==> config.mk <==
export PLATFORM = sky130hd
export DESIGN_NAME = periodic_task_timer_table
export DESIGN_NICKNAME = d
export VERILOG_FILES = /design/src/rtl/pttt_pkg.sv /design/src/rtl/periodic_task_timer_table.sv /design/src/rtl/pttt_table.sv /design/src/rtl/pttt_unit.sv
export SDC_FILE = /design/constraint.sdc
export NUM_CORES = 2
export LEC_CHECK = 0
export ABC_AREA = 1
export BUFFER_PORTS_ARGS = -buffer_cell sky130_fd_sc_hd__clkbuf_2
export CAP_MARGIN = 20
export CORE_ASPECT_RATIO = 0.6
export CORE_MARGIN = 4
export CORE_UTILIZATION = 40
export CTS_CLUSTER_DIAMETER = 120
export DETAILED_ROUTE_END_ITERATION = 8
export GPL_TIMING_DRIVEN = 0
export HOLD_SLACK_MARGIN = 0.15
export PLACE_DENSITY = 0.6
export REMOVE_ABC_BUFFERS = 1
export SLEW_MARGIN = 15
export SYNTH_ARGS = -nofsm -noshare
export SYNTH_HDL_FRONTEND = slang
export SYNTH_SLANG_ARGS = --single-unit
export TNS_END_PERCENT = 100
==> constraint.sdc <==
create_clock -name clk -period 14.5 [get_ports clk]
set_input_delay 1.45 -clock clk [delete_from_list [all_inputs] [get_ports clk]]
set_output_delay 1.45 -clock clk [all_outputs]
set_load 0.01 [all_outputs]
==> src/rtl/pttt_pkg.sv <==
package pttt_pkg;

	// Table geometry.
	localparam int MAX_TASKS   = 16;
	localparam int MAX_RESULTS = 16;
	localparam int IDX_W       = (MAX_TASKS > 1) ? $clog2(MAX_TASKS) : 1;
	localparam int CNT_W       = $clog2(MAX_TASKS + 1);
	localparam int NF_W        = $clog2(MAX_RESULTS + 1);

	// Field widths.
	localparam int ACT_W  = 3;
	localparam int KEY_W  = 16;
	localparam int TIME_W = 32;
	localparam int STAT_W = 2;

	// Request kinds.
	localparam logic [ACT_W-1:0] ACT_ADD     = 3'd0;
	localparam logic [ACT_W-1:0] ACT_REMOVE  = 3'd1;
	localparam logic [ACT_W-1:0] ACT_ENABLE  = 3'd2;
	localparam logic [ACT_W-1:0] ACT_DISABLE = 3'd3;
	localparam logic [ACT_W-1:0] ACT_TICK    = 3'd4;

	// Result status codes.
	localparam logic [STAT_W-1:0] STAT_OK        = 2'd0;
	localparam logic [STAT_W-1:0] STAT_FULL      = 2'd1;
	localparam logic [STAT_W-1:0] STAT_DUPLICATE = 2'd2;
	localparam logic [STAT_W-1:0] STAT_NOT_FOUND = 2'd3;

	// One task entry.
	typedef struct packed {
		logic [KEY_W-1:0]  key;
		logic [TIME_W-1:0] interval;
		logic [TIME_W-1:0] last_run;
		logic              enabled;
	} tbl_entry_t;

	// Write request into the table: a whole entry, the flag alone or the last-run alone.
	typedef struct packed {
		logic             we_entry;
		logic             we_en;
		logic             we_last;
		logic [IDX_W-1:0] addr;
		tbl_entry_t       data;
	} tbl_wr_t;

	// Outcome of the shared compare unit for the entry under the scan pointer.
	typedef struct packed {
		logic key_eq;
		logic due;
	} cmp_res_t;

endpackage

==> src/rtl/periodic_task_timer_table.sv <==
// Channel  | Direction | Handshake              | Contents
// s_axis   | in        | s_axis_tvalid/tready   | tuser: action; tdata: key, interval, flag, now
// m_axis   | out       | m_axis_tvalid/tready   | tuser: fired flag; tdata: status, fired key
//
// A request is taken in, then the table entries are visited one after another through the
// single read port and the shared compare unit, then the end of the table is seen and the
// final result is sent. A remove closes the gap by copying each later entry down one place
// in place of the rest of the scan, so it takes no longer than a full scan.
// Reset empties the table at once by clearing the task count; entries need no clearing.
// A full output register stalls the scan before any further result is produced.
module periodic_task_timer_table (
	input  logic        clk,
	input  logic        arst_n,
	input  logic        s_axis_tvalid,
	output logic        s_axis_tready,
	input  logic [87:0] s_axis_tdata,  // task_key[15:0], interval_ms[47:16],
	                                   // start_enabled[48], now_ms[80:49], zero fill
	input  logic [2:0]  s_axis_tuser,  // action[2:0]
	output logic        m_axis_tvalid,
	input  logic        m_axis_tready,
	output logic [23:0] m_axis_tdata,  // status[1:0], fired_key[17:2], zero fill
	output logic [0:0]  m_axis_tuser,  // fired_valid[0]
	output logic        m_axis_tlast
);
	import pttt_pkg::*;

	// Sequencer states.
	localparam logic [1:0] S_IDLE  = 2'd0;
	localparam logic [1:0] S_SCAN  = 2'd1;
	localparam logic [1:0] S_SHIFT = 2'd2;
	localparam logic [1:0] S_FINAL = 2'd3;

	logic [1:0]        state_q, state_d;
	logic [CNT_W-1:0]  idx_q, idx_d;
	logic [CNT_W-1:0]  count_q, count_d;
	logic [NF_W-1:0]   nfire_q, nfire_d;
	logic              pend_q, pend_d;
	logic [KEY_W-1:0]  pend_key_q, pend_key_d;
	logic [STAT_W-1:0] res_status_q, res_status_d;

	logic [ACT_W-1:0]  act_q;
	logic [KEY_W-1:0]  key_q;
	logic [TIME_W-1:0] interval_q;
	logic              start_en_q;
	logic [TIME_W-1:0] now_q;

	logic              out_valid_q;
	logic [STAT_W-1:0] out_status_q;
	logic              out_fired_q;
	logic [KEY_W-1:0]  out_key_q;
	logic              out_last_q;

	logic              emit;
	logic [STAT_W-1:0] emit_status;
	logic              emit_fired;
	logic [KEY_W-1:0]  emit_key;
	logic              emit_last;

	logic              in_acc;
	logic              slot_free;
	logic              scan_end;
	logic [CNT_W-1:0]  idx_next;
	logic [IDX_W-1:0]  rd_addr;
	tbl_wr_t           wr;
	tbl_entry_t        rd_data;
	cmp_res_t          cmp;

	assign in_acc    = s_axis_tvalid && s_axis_tready;
	assign slot_free = !out_valid_q || m_axis_tready;
	assign scan_end  = (idx_q >= count_q);
	assign idx_next  = idx_q + CNT_W'(1);
	assign rd_addr   = (state_q == S_SHIFT) ? idx_next[IDX_W-1:0] : idx_q[IDX_W-1:0];

	pttt_table u_table (
		.clk     (clk),
		.wr      (wr),
		.rd_addr (rd_addr),
		.rd_data (rd_data)
	);

	pttt_unit u_unit (
		.entry (rd_data),
		.key   (key_q),
		.now   (now_q),
		.res   (cmp)
	);

	// Sequencer: one table entry is visited per cycle, unless a tick is held by a full output register.
	always_comb begin
		state_d      = state_q;
		idx_d        = idx_q;
		count_d      = count_q;
		nfire_d      = nfire_q;
		pend_d       = pend_q;
		pend_key_d   = pend_key_q;
		res_status_d = res_status_q;
		wr           = '0;
		emit         = 1'b0;
		emit_status  = STAT_OK;
		emit_fired   = 1'b0;
		emit_key     = '0;
		emit_last    = 1'b0;

		case (state_q)
			S_IDLE: begin
				if (in_acc) begin
					state_d = S_SCAN;
					idx_d   = '0;
					nfire_d = '0;
					pend_d  = 1'b0;
				end
			end
			S_SCAN: begin
				case (act_q)
					ACT_ADD: begin
						if (count_q >= CNT_W'(MAX_TASKS)) begin
							res_status_d = STAT_FULL;
							state_d      = S_FINAL;
						end else if (scan_end) begin
							wr.we_entry          = 1'b1;
							wr.addr              = count_q[IDX_W-1:0];
							wr.data.key          = key_q;
							wr.data.interval     = interval_q;
							wr.data.last_run     = '0;
							wr.data.enabled      = start_en_q;
							count_d              = count_q + CNT_W'(1);
							res_status_d         = STAT_OK;
							state_d              = S_FINAL;
						end else if (cmp.key_eq) begin
							res_status_d = STAT_DUPLICATE;
							state_d      = S_FINAL;
						end else begin
							idx_d = idx_next;
						end
					end
					ACT_REMOVE: begin
						if (scan_end) begin
							res_status_d = STAT_NOT_FOUND;
							state_d      = S_FINAL;
						end else if (cmp.key_eq) begin
							state_d = S_SHIFT;
						end else begin
							idx_d = idx_next;
						end
					end
					ACT_ENABLE, ACT_DISABLE: begin
						if (scan_end) begin
							res_status_d = STAT_NOT_FOUND;
							state_d      = S_FINAL;
						end else if (cmp.key_eq) begin
							wr.we_en        = 1'b1;
							wr.addr         = idx_q[IDX_W-1:0];
							wr.data.enabled = (act_q == ACT_ENABLE);
							res_status_d    = STAT_OK;
							state_d         = S_FINAL;
						end else begin
							idx_d = idx_next;
						end
					end
					ACT_TICK: begin
						if (scan_end || nfire_q == NF_W'(MAX_RESULTS)) begin
							res_status_d = STAT_OK;
							state_d      = S_FINAL;
						end else if (cmp.due) begin
							// The previous fire goes out only once another one is known to follow.
							if (!pend_q || slot_free) begin
								emit          = pend_q;
								emit_fired    = 1'b1;
								emit_key      = pend_key_q;
								wr.we_last       = 1'b1;
								wr.addr          = idx_q[IDX_W-1:0];
								wr.data.last_run = now_q;
								pend_d        = 1'b1;
								pend_key_d    = rd_data.key;
								nfire_d       = nfire_q + NF_W'(1);
								idx_d         = idx_next;
							end
						end else begin
							idx_d = idx_next;
						end
					end
					default: begin
						res_status_d = STAT_OK;
						state_d      = S_FINAL;
					end
				endcase
			end
			S_SHIFT: begin
				// Close the gap: copy the following entry down one place.
				if (idx_next < count_q) begin
					wr.we_entry = 1'b1;
					wr.addr     = idx_q[IDX_W-1:0];
					wr.data     = rd_data;
					idx_d       = idx_next;
				end else begin
					count_d      = count_q - CNT_W'(1);
					res_status_d = STAT_OK;
					state_d      = S_FINAL;
				end
			end
			S_FINAL: begin
				if (slot_free) begin
					emit        = 1'b1;
					emit_status = res_status_q;
					emit_fired  = (act_q == ACT_TICK) && pend_q;
					emit_key    = emit_fired ? pend_key_q : '0;
					emit_last   = 1'b1;
					state_d     = S_IDLE;
				end
			end
			default: begin
				state_d = S_IDLE;
			end
		endcase
	end

	// Control state.
	always_ff @(posedge clk or negedge arst_n) begin
		if (!arst_n) begin
			state_q     <= S_IDLE;
			count_q     <= '0;
			idx_q       <= '0;
			nfire_q     <= '0;
			pend_q      <= 1'b0;
			out_valid_q <= 1'b0;
		end else begin
			state_q <= state_d;
			count_q <= count_d;
			idx_q   <= idx_d;
			nfire_q <= nfire_d;
			pend_q  <= pend_d;
			if (emit) begin
				out_valid_q <= 1'b1;
			end else if (m_axis_tready) begin
				out_valid_q <= 1'b0;
			end
		end
	end

	// Request capture, pending fire and output register payload.
	always_ff @(posedge clk) begin
		if (in_acc) begin
			act_q      <= s_axis_tuser;
			key_q      <= s_axis_tdata[15:0];
			interval_q <= s_axis_tdata[47:16];
			start_en_q <= s_axis_tdata[48];
			now_q      <= s_axis_tdata[80:49];
		end
		pend_key_q   <= pend_key_d;
		res_status_q <= res_status_d;
		if (emit) begin
			out_status_q <= emit_status;
			out_fired_q  <= emit_fired;
			out_key_q    <= emit_key;
			out_last_q   <= emit_last;
		end
	end

	assign s_axis_tready   = (state_q == S_IDLE);
	assign m_axis_tvalid   = out_valid_q;
	assign m_axis_tdata    = {6'd0, out_key_q, out_status_q};
	assign m_axis_tuser[0] = out_fired_q;
	assign m_axis_tlast    = out_last_q;

	// The task count never exceeds the table size.
	a_count_bound: assert property (@(posedge clk) disable iff (!arst_n)
		count_q <= CNT_W'(MAX_TASKS))
		else $error("task count beyond table size");

	// A fired task is always reported with status ok.
	a_fire_ok: assert property (@(posedge clk) disable iff (!arst_n)
		m_axis_tvalid && m_axis_tuser[0] |-> m_axis_tdata[1:0] == STAT_OK)
		else $error("fired result with non-ok status");

	// A result that names no task carries a zero key.
	a_nofire_key: assert property (@(posedge clk) disable iff (!arst_n)
		m_axis_tvalid && !m_axis_tuser[0] |-> m_axis_tdata[17:2] == '0)
		else $error("non-fire result with a key");

	// A request taken in always starts the scan in the next cycle.
	a_accept_scan: assert property (@(posedge clk) disable iff (!arst_n)
		s_axis_tvalid && s_axis_tready |=> state_q == S_SCAN && idx_q == '0)
		else $error("accepted request did not start a scan");

	// Only a tick produces a result without the last mark.
	a_not_last_tick: assert property (@(posedge clk) disable iff (!arst_n)
		m_axis_tvalid && !m_axis_tlast |-> act_q == ACT_TICK && m_axis_tuser[0])
		else $error("intermediate result outside a tick");

endmodule

==> src/rtl/pttt_table.sv <==
module pttt_table (
	input  logic                          clk,
	input  pttt_pkg::tbl_wr_t             wr,
	input  logic [pttt_pkg::IDX_W-1:0]    rd_addr,
	output pttt_pkg::tbl_entry_t          rd_data
);
	import pttt_pkg::*;

	logic [KEY_W-1:0]  key_q      [MAX_TASKS];
	logic [TIME_W-1:0] interval_q [MAX_TASKS];
	logic [TIME_W-1:0] last_run_q [MAX_TASKS];
	logic              enabled_q  [MAX_TASKS];

	// Single write port; the flag and the last-run time can be written on their own.
	always_ff @(posedge clk) begin
		if (wr.we_entry) begin
			key_q[wr.addr]      <= wr.data.key;
			interval_q[wr.addr] <= wr.data.interval;
			last_run_q[wr.addr] <= wr.data.last_run;
			enabled_q[wr.addr]  <= wr.data.enabled;
		end else begin
			if (wr.we_en) begin
				enabled_q[wr.addr] <= wr.data.enabled;
			end
			if (wr.we_last) begin
				last_run_q[wr.addr] <= wr.data.last_run;
			end
		end
	end

	// Single read port at the address chosen by the sequencer.
	always_comb begin
		rd_data.key      = key_q[rd_addr];
		rd_data.interval = interval_q[rd_addr];
		rd_data.last_run = last_run_q[rd_addr];
		rd_data.enabled  = enabled_q[rd_addr];
	end

endmodule

==> src/rtl/pttt_unit.sv <==
module pttt_unit (
	input  pttt_pkg::tbl_entry_t          entry,
	input  logic [pttt_pkg::KEY_W-1:0]    key,
	input  logic [pttt_pkg::TIME_W-1:0]   now,
	output pttt_pkg::cmp_res_t            res
);
	import pttt_pkg::*;

	logic [TIME_W-1:0] elapsed;

	// Elapsed time wraps modulo the word width, as the timer does.
	assign elapsed    = now - entry.last_run;
	assign res.key_eq = (entry.key == key);
	assign res.due    = entry.enabled && (elapsed >= entry.interval);

endmodule

; ---- After elaboration in Yosys (flattened, before gate mapping)
; Memory sizes are Yosys's and may differ from the RTL's.
; Cells that the tools add are included.
[op_classes]
n_mul = 0
eq_ne = 29
muxes = 106
div = 0
shift = 0
magnitude_cmp = 4
n_bitwise = 3
add_sub_neg = 5
reduce_logical = 23
[ops]
columns = cell, n
row1 = $mux 85, 3
row2 = $pmux 85 s2, 1
row3 = $mux 32, 4
row4 = $mux 16, 6
row5 = $mux 5, 19
row6 = $pmux 32 s2, 1
row7 = $mux 48, 1
row8 = $mux 1, 36
row9 = $mux 2, 17
row10 = $ge 32x32->1, 1
row11 = $pmux 16 s2, 1
row12 = $sub 32x32->32, 1
row13 = $pmux 5 s3, 2
row14 = $pmux 2 s4, 3
row15 = $pmux 5 s2, 2
row16 = $eq 16x16->1, 1
row17 = $ne 2x2->1 const B, 8
row18 = $add 5x1->5 const B, 3
row19 = $reduce_and 5->1, 3
row20 = $mux 4, 3
row21 = $ne 3x3->1 const B, 4
row22 = $ne 4x4->1 const B, 3
row23 = $pmux 4 s3, 1
row24 = $reduce_and 6->1, 2
row25 = other kinds (28), 44
[totals]
latch_bits = 0
ram_bits = 1296
reg_bits = 141
input_bits = 95
out_inout_bits = 28
mem_count = 4
wordCells = 191
rom_bits = 0
[mem_list]
columns = name, words, width, rd, rd_ports_with_merged_regs, wr, line
row1 = u_table.interval_q, 16, 32, 1, 0, 1, pttt_table.sv:10  ; logic [TIME_W-1:0] interval_q [MAX_TASKS];
row2 = u_table.last_run_q, 16, 32, 1, 0, 1, pttt_table.sv:11  ; logic [TIME_W-1:0] last_run_q [MAX_TASKS];
row3 = u_table.key_q, 16, 16, 1, 0, 1, pttt_table.sv:9  ; logic [KEY_W-1:0] key_q [MAX_TASKS];
row4 = u_table.enabled_q, 16, 1, 1, 0, 1, pttt_table.sv:12  ; logic enabled_q [MAX_TASKS];

; ---- Logic depth before layout (Yosys ltp)
; An unclocked memory read counts as a cell.
[depth]
ltp_word = 14
depth_mapped = 52
ltp_nobuf = 45

; ---- Modules after synthesis
; A second synthesis with hierarchy kept.
[hier_totals]
hier_cells = 6689
area_unflattened_um2 = 66587.6
[modules_own_cells]
columns = module, seq_area_each_um2, area_per_inst_um2, n_inst, cells_each
row1 = pttt_table, 38917.3, 55971.2, 1, 5295
row2 = periodic_task_timer_table, 4139.0, 7409.6, 1, 805
row3 = pttt_unit, 0.0, 3206.8, 1, 589

; ---- Worst setup path before layout
; OpenSTA, ideal clock, no wires.
[synth_path]
kind = register to register
from = register state_q[0]
to = memory u_table.interval_q[3][0] (enable)
setup_time_ps = 513
path_stages_with_launch = 49
period_less_slack_ps = 10451
arrival_ps = 9938
t_required_ps = 13987
setup_slack_ps = 4049
path_cell_list = dfrtp_1 -> inv_1 -> ha_1 -> buf_4 -> clkinv_2 -> nand2_1 -> nand2_2 -> buf_6 -> buf_6 -> buf_2 -> buf_2 -> clkbuf_1 -> clkbuf_1 -> nor2_1 -> o221ai_1 -> nand3_1 -> nand2_1 -> inv_1 -> [... 13 more ...] -> xor2_1 -> ha_1 -> nand2_1 -> nor2_1 -> nand2_1 -> nor4b_1 -> nand4_1 -> nand3_1 -> nand2_1 -> inv_1 -> nand3_1 -> nand2_2 -> nand2_1 -> nand2_1 -> nand2_1 -> nand2_2 -> nand3_2 -> nor3_1
[synth_between]
elab_chain_len = 10
elab_cells_between_ends = 20
classes_between = 1 x add/sub / 1 x order compare / 3 x eq/ne / 10 x mux / 1 x reduce/logical / 4 x memory
[synth_lines]
columns = item, line
row1 = start: declaration, periodic_task_timer_table.sv:33  ; logic [1:0] state_q, state_d;
row2 = start signal: assignment, periodic_task_timer_table.sv:227  ; state_q <= state_d;
row3 = $eq 2x2->1, "periodic_task_timer_table.sv:72, periodic_task_timer_table.sv:104"
row4 = $mux 4, periodic_task_timer_table.sv:72  ; assign rd_addr = (state_q == S_SHIFT) ? idx_next[IDX_W-1:0] : idx_q[IDX_W-1:0];
row5 = $mem_v2 16x32, n/a
row6 = $sub 32x32->32, pttt_unit.sv:12  ; assign elapsed = now - entry.last_run;
row7 = $ge 32x32->1, pttt_unit.sv:14  ; assign res.due = entry.enabled && (elapsed >= entry.interval);
row8 = $logic_and 1x1->1, pttt_unit.sv:14
row9 = $mux 5, periodic_task_timer_table.sv:164  ; end else if (cmp.due) begin
row10 = $mux 5, periodic_task_timer_table.sv:161  ; if (scan_end || nfire_q == NF_W'(MAX_RESULTS)) begin
row11 = $pmux 4 s3, periodic_task_timer_table.sv:114  ; case (act_q)
row12 = $pmux 85 s2, periodic_task_timer_table.sv:104  ; case (state_q)
row13 = end: declaration, pttt_table.sv:10
; Parallel ways exist; a longest one is shown, timed or not.

; ---- Final worst setup path
[layout_path]
from = register state_q[0]
to = memory u_table.last_run_q[0][12] (enable)
[layout_between]
elab_chain_len = 14
elab_cells_between_ends = 26
classes_between = 1 x add/sub / 1 x order compare / 3 x eq/ne / 15 x mux / 1 x bitwise / 1 x reduce/logical / 4 x memory
[layout_lines]
columns = item, line
row1 = $eq 2x2->1, "periodic_task_timer_table.sv:72, periodic_task_timer_table.sv:104"
row2 = $mux 4, periodic_task_timer_table.sv:72
row3 = $mem_v2 16x32, n/a
row4 = $sub 32x32->32, pttt_unit.sv:12
row5 = $ge 32x32->1, pttt_unit.sv:14
row6 = $logic_and 1x1->1, pttt_unit.sv:14
row7 = $mux 5, periodic_task_timer_table.sv:164
row8 = $mux 5, periodic_task_timer_table.sv:161
row9 = $mux 1, periodic_task_timer_table.sv:114
row10 = $mux 2, periodic_task_timer_table.sv:104
row11 = $mux 1, pttt_table.sv:25  ; if (wr.we_last) begin
row12 = $mux 1, pttt_table.sv:16  ; if (wr.we_entry) begin
row13 = $mux 1 (implied by the code), pttt_table.sv:26  ; last_run_q[wr.addr] <= wr.data.last_run;
row14 = $or 1x1->1 (no line), n/a
row15 = end: declaration, pttt_table.sv:11
; Parallel ways exist; a longest one is shown, timed or not.

==> impl_results.md <==
* Reg2reg end: u_table.last_run_q[0][12]
* Final worst-path cycle share at 94.0%
* Vias at 40,766
* Area after DPL at between 0.06 and 0.07 mm²
* First DRT Iteration DRCs at 5,304
* RSZ-0062 raised after global routing: no
* DRT antenna net count at 0
* Setup-failing EPs final at 0
* Fin crit period at approximately 14 ns
* Setup Crit Path Kind: flip-flop to flip-flop
* Post-CTS setup buffers at 0
* Synthesized area per cell at between 10 and 15 µm²
* DRC violations left at 0
* Seq pwr share at 30.8%
* Max Cap Viol at 0
* Clock Skew at 0.0376 ns
* Initial antenna violation count at 2
* Core area at 0.151 mm²
* Clock sinks at 1,437
* CP Depth at 46
* Die Span X at 512 µm
* Sw Share at 43.3%
* Post-synth EDFFs at 1,418
* Global Route Usage Sum at 21.2%
* Area grow syn2layout at 16.4%
* YS warnings at 0
* Post-layout instance area at roughly 0.07 mm²
* Internal cell power at 0.00940 W
* CP Data Required Time at 14.97 ns
* GRT met1 Usage at 32.1%
* Ports at 123
* Yosys cell types at 47
* Cell row count at 110
* Reg-to-Reg Start: state_q[0]
* #FFs+latches synth at 1,437
* Fraction of layout cells with a size suffix above 1 at 10.8%
* Final-report hold violation count at 0
* Num CTS Buffers at 135
* CP endpoint kind: flip-flop
* Number of global-route vias before repair at around 38,000
* Largest net degree at the start of global routing at 137
* Outcome: complete, no violations
* Nets at roughly 5,500
* Initial core utilization at 40.4%
* Wirelength per Cell at about 23 µm
* Post_cts resized at 0
* Die Ht at 310 µm
* Crit-path max FO at 136
* Drt pass-1 iters at 6
* Total power at 0.0166 W
* Synth async-reset ratio at 1.32%
* Sequential area share after synthesis at 70.7%
* I/O Buffers at 109
* Worst-case reg-to-reg path depth at 46
* CP startpoint: state_q[0]
* First-pass GRT wire length at 253,000 µm
* Number of instances in the placed design at between 7,000 and 8,000
* Congestion Overflow GR at 0
* Non-Filler Instances at 7,392
* Slew HR at 24.0%
* Critical path destination: u_table.last_run_q[0][12]
* Slew @ Worst Pin at 1.14 ns
* Cell with the most instances after synthesis: edfxtp_1
* Post-synth top cells: 1,418 x edfxtp_1, 780 x nand2_1, 582 x nor2_1, 521 x o21ai_0, 417 x inv_1
* Clk slew on worst S/H paths at about 0.060 ns
* CTS max path bufs at 3
* Cell taking the most area after synthesis: edfxtp_1
* GRT busiest layer: met1
* Hold Path Class: flip-flop to flip-flop
* Yosys top cell area share at between 60% and 70%
* Peak Freq at 0.0734 GHz
* Min Hold Slack at roughly 0.52 ns
* Clock group share of total power at 21.3%
* Vias/cell at 5.51
* Startpoint class of the critical path: flip-flop
* Slowest CP cell: nor4b_1
* Die area at 0.159 mm²
* Switching power at 0.00717 W
* Overall routed net length at 172,000 µm
* Max-slew violation count at 0
* PD cells at between 200 and 250 mW/mm²
* # hold bufs at CTS at 0
* Grt met2 use at 31.4%
* Root Driver: clkbuf_16
* Worst VDD drop at roughly 0.00017 V
* Peak per-stage delay on the critical path at 0.76 ns
* Post-Syn Area at around 0.061 mm²
* HPWL after detailed placement at between 100,000 and 150,000 µm
* Top delay family on crit path: simple AND/OR/NAND/NOR gates
* Mapped Cells at 5,122
* Layout Utilization at 47.1%
* GRT met3 Usage at under 10%
* Lkg Pwr at 25.3 nW
* CP dominant cell by count: nand2_1
* H-tree levels at 4
* Worst skew pair latency at approximately 0.78 ns
* Gpl congestion at 0.846
* Comb pwr share at about 48%
* Most common flop cell mapped by yosys: edfxtp_1
* TritonCTS clock tree: done
* Arrival @ worst endpoint at 14.10 ns
* R2r setup slk at 0.87 ns
* Buf/Inv on CP at 12
* Synth top area cells: edfxtp_1 70%, nand2_1 4.8%, o21ai_0 4.3%, nor2_1 3.6%, nand3_1 3.3%
[cell type report]
cell class                      count  area (µm²)
Clock buffer                      165        3640
Sequential cell                  1437       43100
Multi-Input combinational cell   2960       15300
Fill cell                       13273       79700
Tap cell                         2016        2520
Timing Repair Buffer              313        4060
Antenna cell                        1        2.50
Inverter                          426        1620
Clock inverter                     74         646
[worst register-to-register path: cells and delay by family (launching register included)]
family | cells | cell delay, ns
DFF | 1 | 0.41
and+or+nand+nor | 23 | 5.45
xor gates and xnor gates | 1 | 0.09
AOI/OAI and AO/OA | 7 | 2.34
adders and majority gates | 3 | 1.14
buffers and inverters | 12 | 3.89
[power by group through the flow]
stage               Sequential, W  Combinational, W  Clock [W]
global route              0.00511           0.00874    0.00376
CTS                       0.00510           0.00781    0.00359
detailed placement        0.00519           0.00776          0
global placement          0.00524           0.00840          0
floorplan                 0.00516           0.00530          0
finish                    0.00510           0.00794    0.00353
[how the worst min path moves through the flow]
stage,start,to,slack (ns),depth (start not counted)
2_1_floorplan,count_q[4],count_q[4],0.46,1
3_3_place_gp,count_q[4],count_q[4],0.51,1
3_5_place_dp,count_q[4],count_q[4],0.51,1
4_1_cts,count_q[4],count_q[4],0.52,1
5_1_grt,count_q[4],count_q[4],0.54,1
6_report,count_q[4],count_q[4],0.52,1
[layout by cell type (no fill, tap or decap), types with 7 or more instances in the layout]
cell        count
a21oi_1       138
a21oi_2         7
buf_12         59
buf_16         60
buf_4          54
buf_6          11
bufinv_16       9
clkbuf_1       23
clkbuf_16     142
clkbuf_2      110
clkbuf_4       17
clkinv_1       33
clkinv_2       15
clkinvlp_4      8
dfrtp_1        19
edfxtp_1     1418
ha_1           82
inv_1         414
inv_2           7
inv_6           8
nand2_1       778
nand2_2        13
nand3_1       407
nor2_1        554
nor2_4         32
nor3_1         12
o211ai_1       66
o21ai_0       521
o221ai_1      173
o22ai_1        65
xnor2_1        14
xor2_1         29
[metal layers]
layer | routed length (µm) | up-vias
li1 | - | 18608
met1 | 77800 | 20077
met2 | 74900 | 1858
met3 | 16500 | 223
met4 | 3130 | 0
met5 | 0 | -
[state kept, by name, summed over array words and instances (netlist names), 3 cells and up, named ones only]
register	cells
u_table.interval_q	512
u_table.last_run_q	512
u_table.key_q	256
interval_q	32
now_q	32
key_q	16
out_key_q	16
pend_key_q	16
u_table.enabled_q	16
count_q	5
idx_q	5
nfire_q	5
act_q	3
[metrics by stage]
stage          worst slack, ns  TNS [ns]
3_5_place_dp              1.23         0
3_3_place_gp            -18.63         -
5_1_grt                 0.0273         0
2_1_floorplan           -0.954   -149.66
4_1_cts                   1.19         0
6_report                 0.875         0
[cell families (layout without fill, tap and decap cells)]
logic type	count (synthesis)	after routing	synth area share, %
compound gates	1001	1001	9.82
xor+xnor	43	43	0.618
buf+inv	730	978	4.77
flops	1437	1437	70.7
simple gates	1827	1827	12.4
fa+ha+maj	83	83	1.72
other cells	1	7	0.00616
(Power assumes the default switching activity.)
